`src/hdl/gwpm_pkg.sv`:
```
// ============================================================================
// gwpm_pkg - shared types and constants for the grid window product search
// Widths of the channel payloads, configuration defaults, direction codes
// and the command/status bundles between controller and datapath.
// ============================================================================
package gwpm_pkg;

    // default geometry
    localparam int DEF_MAX_COLUMNS = 256;
    localparam int DEF_MAX_ROWS    = 65536;
    localparam int DEF_WINDOW      = 4;
    localparam int DEF_VALUE_BITS  = 8;

    // fixed payload widths
    localparam int CFG_W      = 9;
    localparam int CELL_W     = 8;
    localparam int PRODUCT_W  = 32;
    localparam int ROW_OUT_W  = 16;
    localparam int COL_OUT_W  = 8;

    // step counter field wide enough for WINDOW up to 9
    localparam int STEP_W = 3;

    // cells per row after reset
    localparam logic [CFG_W-1:0] COLUMNS_RESET = 9'd20;

    // run directions, also the tie order
    typedef enum logic [1:0] {
        DIR_DOWN_LEFT  = 2'd0,
        DIR_DOWN       = 2'd1,
        DIR_DOWN_RIGHT = 2'd2,
        DIR_RIGHT      = 2'd3
    } dir_t;

    // controller -> datapath
    typedef struct packed {
        logic              load;       // latch the accepted cell
        logic              rd_en;      // read the line stores for rd_dir
        dir_t              rd_dir;
        dir_t              dir;        // direction of the product in work
        logic [STEP_W-1:0] step;       // multiply step / flush step
        logic              mul_en;
        logic              mul_last;   // product complete after this step
        logic              write_dly;  // delayed store write, history shift
        logic              flush_wr;   // row end: store one held cell
        logic              row_adv;    // move to the next row
        logic              emit;       // load result register, clear grid
    } dp_cmd_t;

    // datapath -> controller
    typedef struct packed {
        logic [3:0] dir_en;      // runs that end at the current cell
        logic       row_end;
        logic       last;
        logic       flush_stop;
        logic       out_free;
    } dp_status_t;

endpackage

```
`src/hdl/gwpm_ctrl.sv`:
```
// ============================================================================
// gwpm_ctrl - sequencer of the grid window product search
// Accepts a cell, walks the enabled directions through the shared multiplier
// one operand per cycle, then runs the line store writes, row advance and emit.
// ============================================================================
module gwpm_ctrl import gwpm_pkg::*;
#(
    parameter int WINDOW = DEF_WINDOW
)
(
    input  logic       clk,
    input  logic       rst_n,
    input  logic       in_valid,
    output logic       in_ready,
    input  dp_status_t status,
    output dp_cmd_t    cmd
);

    localparam int DEPTH  = WINDOW - 1;
    localparam int SLOT_W = (DEPTH > 1) ? $clog2(DEPTH) : 1;

    typedef enum logic [4:0] {
        S_IDLE  = 5'b00001,
        S_MUL   = 5'b00010,
        S_WRITE = 5'b00100,
        S_FLUSH = 5'b01000,
        S_EMIT  = 5'b10000
    } state_t;

    state_t             state_reg, state_next;
    dir_t               dir_reg, dir_next;
    logic [SLOT_W-1:0]  step_reg, step_next;
    logic [2:0]         pick;
    logic [3:0]         above;

    // lowest enabled direction: {hit, code}
    function automatic logic [2:0] first_dir(input logic [3:0] en);
        logic [2:0] r;
        r = '0;
        for (int i = 3; i >= 0; i--)
        begin
            if (en[i])
            begin
                r = {1'b1, 2'(i)};
            end
        end
        return r;
    endfunction

    // directions after the one in work
    always_comb
    begin
        for (int i = 0; i < 4; i++)
        begin
            above[i] = (i > int'(dir_reg));
        end
    end

    // next state and commands
    always_comb
    begin
        state_next = state_reg;
        dir_next   = dir_reg;
        step_next  = step_reg;
        pick       = '0;
        cmd        = '0;
        cmd.dir    = dir_reg;
        cmd.rd_dir = dir_reg;
        cmd.step   = STEP_W'(step_reg);
        in_ready   = (state_reg == S_IDLE);

        case (state_reg)
            S_IDLE:
            begin
                if (in_valid)
                begin
                    cmd.load = 1'b1;
                    pick     = first_dir(status.dir_en);
                    if (pick[2])
                    begin
                        cmd.rd_en  = 1'b1;
                        cmd.rd_dir = dir_t'(pick[1:0]);
                        dir_next   = dir_t'(pick[1:0]);
                        step_next  = '0;
                        state_next = S_MUL;
                    end
                    else
                    begin
                        state_next = S_WRITE;
                    end
                end
            end
            S_MUL:
            begin
                cmd.mul_en = 1'b1;
                if (step_reg == SLOT_W'(DEPTH - 1))
                begin
                    cmd.mul_last = 1'b1;
                    pick         = first_dir(status.dir_en & above);
                    if (pick[2])
                    begin
                        // next direction's read overlaps the last step
                        cmd.rd_en  = 1'b1;
                        cmd.rd_dir = dir_t'(pick[1:0]);
                        dir_next   = dir_t'(pick[1:0]);
                        step_next  = '0;
                    end
                    else
                    begin
                        state_next = S_WRITE;
                    end
                end
                else
                begin
                    step_next = step_reg + SLOT_W'(1);
                end
            end
            S_WRITE:
            begin
                cmd.write_dly = 1'b1;
                if (status.row_end)
                begin
                    step_next  = '0;
                    state_next = S_FLUSH;
                end
                else if (status.last)
                begin
                    state_next = S_EMIT;
                end
                else
                begin
                    state_next = S_IDLE;
                end
            end
            S_FLUSH:
            begin
                cmd.flush_wr = 1'b1;
                if (status.flush_stop)
                begin
                    cmd.row_adv = 1'b1;
                    state_next  = status.last ? S_EMIT : S_IDLE;
                end
                else
                begin
                    step_next = step_reg + SLOT_W'(1);
                end
            end
            S_EMIT:
            begin
                if (status.out_free)
                begin
                    cmd.emit   = 1'b1;
                    state_next = S_IDLE;
                end
            end
            default:
            begin
                state_next = S_IDLE;
            end
        endcase
    end

    // state registers
    always_ff @(posedge clk or negedge rst_n)
    begin
        if (!rst_n)
        begin
            state_reg <= S_IDLE;
            dir_reg   <= DIR_DOWN_LEFT;
            step_reg  <= '0;
        end
        else
        begin
            state_reg <= state_next;
            dir_reg   <= dir_next;
            step_reg  <= step_next;
        end
    end

    // one cell in work at a time
    a_single_item: assert property (@(posedge clk) disable iff (!rst_n)
        (in_valid && in_ready) |=> !in_ready)
        else $error("cell accepted while another is in work");

    // read data is consumed by the first multiply step
    a_read_then_mul: assert property (@(posedge clk) disable iff (!rst_n)
        cmd.rd_en |=> (cmd.mul_en && cmd.step == '0))
        else $error("line store read not followed by first multiply step");

    // write phase follows the last product or an item with no runs
    a_write_entry: assert property (@(posedge clk) disable iff (!rst_n)
        (state_reg == S_WRITE) |-> ($past(cmd.mul_last) || $past(cmd.load)))
        else $error("write phase entered out of sequence");

endmodule

```
`config.mk`:
```
export PLATFORM = sky130hd
export DESIGN_NAME = gwpm_ctrl
export DESIGN_NICKNAME = d
export VERILOG_FILES = /design/src/hdl/gwpm_pkg.sv /design/src/hdl/gwpm_ctrl.sv
export SDC_FILE = /design/constraint.sdc
export NUM_CORES = 1
export LEC_CHECK = 0
export BUFFER_PORTS_ARGS = -buffer_cell sky130_fd_sc_hd__buf_2
export CORE_MARGIN = 4
export CORE_UTILIZATION = 38
export DETAILED_ROUTE_END_ITERATION = 10
export HOLD_SLACK_MARGIN = 0.08
export PLACE_DENSITY = 0.65
export SYNTH_ARGS = -nofsm -noshare
export SYNTH_HDL_FRONTEND = slang
export SYNTH_SLANG_ARGS = --single-unit
```
`constraint.sdc`:
```
create_clock -name clk -period 4 [get_ports clk]
set_input_delay 0 -clock clk [delete_from_list [all_inputs] [get_ports clk]]
set_output_delay 0 -clock clk [all_outputs]
set_load 0.05 [all_outputs]
```
==> results of run 1 <==
-- metal layers --
layer	global-route usage (%)	vias up
met4	6.383	0
met1	22.51	399
met3	2.849	2
met5	0	-
li1	-	408
met2	26.65	27
-- layout make-up --
type                       instances  area (µm²)
clock buffer                       4       26.28
fill                             186       793.3
inverter                          10       37.54
multi-input combinational         69       471.7
sequential                         9       226.5
tap                               25       31.28
timing repair buffer              34       215.2
-- cell families after synthesis --
kind of cell,count (synthesis)
xor gates and xnor gates,1
AOI/OAI and AO/OA,31
DFF,9
muxes,3
adders and majority gates,3
buffers and inverters,15
other,1
and+or+nand+nor,30
-- cells in the mapped netlist, drive strengths merged (3+ instances only) --
cell / number
a21oi: 5
clkbuf: 3
dfrtp: 8
ha: 3
inv: 10
mux2i: 3
nand2: 7
nand2b: 3
nand3: 3
nor2: 6
o21ai: 8
o41ai: 3
-- stage by stage --
step | instance area, µm² | total power [mW]
2_1_floorplan | 759.5 | 0.5726
3_3_place_gp | 892.1 | 0.6673
3_5_place_dp | 892.1 | 0.6711
4_1_cts | 1008 | 0.7746
5_1_grt | 1008 | 0.8353
6_report | 1008 | 0.7728
-- worst max-delay path, cell delays in order, from the launching register on --
cell and delay (ps):
dfrtp_1 440, or3_4 440, nor3b_4 330, nand2_2 140
o41ai_1 260, dlygate4sd3_1 600
-- cells in the final DEF (no fill, tap or decap), drive strengths merged --
cell	count
nand3	3
a41o	1
nand3b	2
a22oi	2
dlygate4sd3	9
clkbuf	4
o2111ai	1
o22a	1
o32ai	1
mux2i	3
o311ai	2
nor4b	1
o22ai	2
or3	2
a21oi	5
o21a	2
o211ai	2
nor3b	2
a211oi	1
conb	1
nand2b	3
nor3	2
xor2	1
dfrtp	8
o21ai	8
buf	25
inv	10
o41ai	3
and2	1
nor2	6
nand2	7
ha	3
and3	1
dfstp	1
-- power by group through the flow --
stage | Combinational, mW | Sequential, mW | Clock (mW)
floorplan | 0.365 | 0.208 | 0
global placement | 0.485 | 0.182 | 0
detailed placement | 0.487 | 0.184 | 0
CTS | 0.521 | 0.182 | 0.0721
global route | 0.566 | 0.193 | 0.0767
finish | 0.520 | 0.182 | 0.0712
-- final timing paths --
path | cells after the start | from | end | slack (ps)
max in group asynchronous | 2 | rst_n | state_reg[0] | 3650
min in group clk | 3 | in_valid | dir_reg[0] | 130
min reg2reg | 2 | step_reg[1] | step_reg[1] | 610
max reg2reg | 5 | state_reg[4] | dir_reg[1] | 1740
max | 5 | state_reg[4] | dir_reg[1] | 1740
min | 2 | rst_n | step_reg[0] | 110
-- repair_timing --
item	in CTS	in global routing
buffers inserted	0	0
hold buffers	9	0
endpoints found under the hold margin	14	0
==> flow_summary.yaml, run 1 <==
placement:
  finalWeightedCongestion: 0.7344
  port_buffers: 25
  dp_cells: 138
  pre_cts_ws_ps: 2121
  hpwl_um: 1507
sta:
  clock.fmax_mhz: 441.6
  fin_crit_sh_pct: 56.62
  worst_pin_slew_ps: 488.1
  grt_setup_unrepaired: "no"
  min_period_ps: 2265
  final_hold_viol_count: 0
  worst_slack_ps: 1735
  holdWs_ps: 106.7
  fin_setup_tns_ps: 0
  relSlewSlack_pct: 67.04
  slew_viol_final: 0
  finalSetupViolations: 0
  skew_ps: 3.607
logic_synthesis:
  synth_xor_area_share_pct: 1.153
  synth_ff_type: "dfrtp_1"
  async_flop_share_pct: 100.0
  synth_compound_area_share_pct: 27.68
  yosysSeqAreaShare_pct: 29.82
  yosysTopAreaCell: "dfrtp_1"
  yosys.area.top_type_share_pct: 26.36
  yosysUniqueCellTypes: 38
  synth_top_family_by_area: "compound AO/OA/AOI/OAI gates"
  synth-edff-count: 0
  synth_fp_nets: 107
  syn_area_per_cell_um2: 8.166
  yosysWarnings: 0
  synthAdderAreaFrac_pct: 4.942
  synthMuxAreaShare_pct: 3.954
  synthTopCellsByArea: "dfrtp_1 26%, ha_1 4.9%, inv_1 4.9%, mux2i_1 4.0%, o21ai_0 4.0%"
  synthSimpleGateAreaFrac_pct: 23.89
  synth_seq_cells: 9
  netlist_area_um2: 759.5
  syn-instance-count: 93
floorplanning:
  die_x_um: 52.71
  die_y_um: 52.71
  start_util_pct: 42.15
  boundaryPins: 27
  core_um2: 1802
  std_cell_rows: 15
  die_area_um2: 2778
cts:
  clockBufferDepth: 2
  numCtsBuffers: 3
  cts_resized: 0
  clk_pin_slew_worst_paths_ps: 60
  clk_latency_ps: 260
  cts_root_buffer: "clkbuf_4"
  cts_htree_levels: 1
  clkSinkCount: 9
  tritoncts: "yes"
finish:
  largest_reg_flops: 5
  diodes: 0
  drive_above_1_share_pct: 26.19
  fin_cells: 151
  fin_util_pct: 55.97
  nets: 141
  syn_to_final_growth_pct: 32.78
detailed_routing:
  vias: 836
  viasPerCell: 5.536
  wl_met1_um: 941
  antenna_left: 0
  routed_wl_um: 1997
  drt_first_iter_violations: 27
  drcViolationCount: 0
  drt_pass1_iterations: 4
  top_layer: "met4"
  dr_wl_met3_um: 122
  routed-wl-met2_um: 922
  drt-wirelength-per-cell_um: 13.23
global_route:
  grt_antenna_before_repair: 0
  grt_pass1_vias: 799
  grt_max_degree: 11
  grt_pass1_wl_um: 3463
  grt_usage_pct: 16.80
  gr-total-overflow: 0
power_and_ir_drop:
  sequentialPowerShare_pct: 23.6
  p_int_uw: 348.0
  p_leak_nw: 0.5109
  clkPwrFrac_pct: 9.2
  comb_power_share_pct: 67.2
  peakVddDrop_v: 0.0003873
  netSwitchingFraction_pct: 54.97
  power_density_nw_per_um2: 766.3
  p_switching_uw: 424.8
worst_setup_path:
  cp_data_arrival_time_ps: 2460
  endpoint_kind: "register"
  critical_path_class: "register to register"
  cp_data_required_time_ps: 4190
  critical_path_peak_fanout: 6
  cp-start-kind: "register"
run_status:
  status: "completed"
flow_run:
  maxCapViolations: 0
min_path:
  hp-class: "primary input to asynchronous set/reset pin"
Note: power is estimated with default switching activity, not from simulation.
==> inputs of run 2 (changes only) <==
PLACE_DENSITY = 0.67   (was 0.65)
clock period = 1.85 ns   (was 4 ns; I/O delays follow)
==> run 2 against run 1 <==
Compared with the run above: the flow now finishes with violations (negative setup slack); worst hold slack better by 6.0 ps; non-clock buffer count rose by 14; total power grew to 2.7 times the previous value; final cell count is 9.3% higher; count of clock-buffer cells in the layout stayed put; combinational power increased to 3.0 times the previous value; clock power up 120%; critical path depth increased by 1; register-to-register slack got worse by 1800 ps; utilization rose by 14 points; critical endpoint is now cmd[11].
==> flow_summary.yaml, run 2 (synthesized netlist as in run 1, its figures left out) <==
finish:
  syn_to_final_growth_pct: 66.56
  mostFrequentLayoutCells: "20 x buf_2, 14 x buf_4, 9 x inv_1"
  fin_cells: 165
  final_common_cell: "buf_2"
  fill_cells: 152
  largest_reg_flops: 5
  diodes: 0
  drive_above_1_share_pct: 42.14
  regArea_um2: 226.5
  multi_input_area_um2: 585.6
  nets: 155
worst_setup_path:
  critical_path_class: "register to output pin"
  endpoint_kind: "output pin"
  critical_path_peak_fanout: 4
  cp-start-kind: "register"
  cp_data_required_time_ps: 1850
  cp_data_arrival_time_ps: 1960
global_route:
  grt_usage_pct: 19.99
  grt_pass1_vias: 887
  gr-total-overflow: 0
  grt_pass1_wl_um: 4077
  grt_antenna_before_repair: 0
  grt_max_degree: 10
cts:
  numCtsBuffers: 3
  cts_root_buffer: "clkbuf_4"
  cts_htree_levels: 1
  clk_pin_slew_worst_paths_ps: 60
  clockBufferDepth: 2
  tritoncts: "yes"
  clkSinkCount: 9
  clk_latency_ps: 270
floorplanning:
  boundaryPins: 27
  die_y_um: 52.71
  start_util_pct: 42.15
  die_x_um: 52.71
  std_cell_rows: 15
  core_um2: 1802
  die_area_um2: 2778
sta:
  fin_crit_sh_pct: 105.9
  skew_ps: 1.409
  min_period_ps: 1959
  worst_slack_ps: -109.1
  grt_setup_unrepaired: "yes"
  clock.fmax_mhz: 510.4
  slew_viol_final: 0
  final_hold_viol_count: 0
  finalSetupViolations: 5
power_and_ir_drop:
  netSwitchingFraction_pct: 52.26
  p_leak_nw: 0.6177
  comb_power_share_pct: 74.0
  sequentialPowerShare_pct: 18.5
  peakVddDrop_v: 0.001154
  p_int_mw: 1.007
  power_density_nw_per_um2: 1667
  clkPwrFrac_pct: 7.4
  p_switching_mw: 1.102
  p_total_mw: 2.109
placement:
  port_buffers: 25
  pre_cts_ws_ps: 67.27
  dp_cells: 147
  hpwl_um: 1701
  finalWeightedCongestion: 0.7608
run_status:
  failed_checks: "negative setup slack"
  status: "finished with violations"
detailed_routing:
  routed_wl_um: 2450
  routed-wl-met2_um: 1280
  antenna_left: 0
  viasPerCell: 5.473
  wl_met1_um: 1003
  drt-wirelength-per-cell_um: 14.85
  vias: 903
  drcViolationCount: 0
  drt_first_iter_violations: 14
  top_layer: "met4"
  drt_pass1_iterations: 4
  dr_wl_met3_um: 144
flow_run:
  maxCapViolations: 0
min_path:
  hp-class: "primary input to asynchronous set/reset pin"
[run 2: cell types whose count changed in the layout (fill, tap and decap cells not counted), sizes merged]
cell	delta
buf	+15
dlygate4sd3	-2
clkbuf	+1
clkinvlp	+1
inv	-1
[run 2: timing repair]
action                     in CTS  in global routing
pin swaps                       5                  6
hold buffers                    7                  0
hold endpoints to repair       13                  0
gates resized for setup         9                  9
setup endpoints to repair       3                 10
setup buffers                   4                  3
[run 2: power groups by stage]
| stage | combinational [mW] | sequential (mW) | clock, mW |
|---|---|---|---|
| 2_1_floorplan | 0.887 | 0.451 | 0 |
| 4_1_cts | 1.41 | 0.387 | 0.162 |
| 5_1_grt | 1.66 | 0.407 | 0.172 |
| 3_5_place_dp | 1.26 | 0.389 | 0 |
| 3_3_place_gp | 1.23 | 0.383 | 0 |
| 6_report | 1.56 | 0.391 | 0.157 |
[run 2: final cells by class]
| cell class | instances | share of cell area, % |
|---|---|---|
| timing repair buffer | 48 | 27.99 |
| multi-input combinational | 69 | 46.29 |
| sequential | 9 | 17.90 |
| tap | 25 | 2.473 |
| clock buffer | 4 | 2.077 |
| inverter | 10 | 3.264 |
[run 2: per-stage QoR]
step	hold WS (ps)	instance area [µm²]	utilization (%)	TNS, ps
floorplan	-295.6	837.1	-	-1904
global placement	-137.6	1037	57.57	0
detailed placement	-131.2	1037	57.57	0
CTS	82.17	1192	66.18	-218.6
global route	155.5	1265	70.21	-802.5
finish	112.7	1265	70.21	-256.7
[run 2: path summary, 6_finish.rpt]
path	slack, ps	start	endpoint	cells past startpoint
setup / recovery	-110	state_reg[1]	cmd[11]	6
hold / removal	110	rst_n	state_reg[4]	2
setup reg to reg	-60	state_reg[1]	state_reg[0]	8
hold reg to reg	620	step_reg[1]	step_reg[1]	2
max in group asynchronous	1490	rst_n	state_reg[0]	2
min in group clk	140	in_valid	state_reg[0]	3
[run 2: critical path, stage by stage (launching register included)]
cell,delay [ps]
dfrtp_1,380
or3_4,410
nor3b_4,220
buf_6,160
nand2_8,60
o311ai_4,260
buf_6,190
[run 2: per-layer routing]
layer / global-route usage, % / vias to the layer above
met3: 5.128 / 4
met1: 24.70 / 429
li1: - / 436
met2: 33.47 / 34
met4: 6.383 / 0
met5: 0 / -
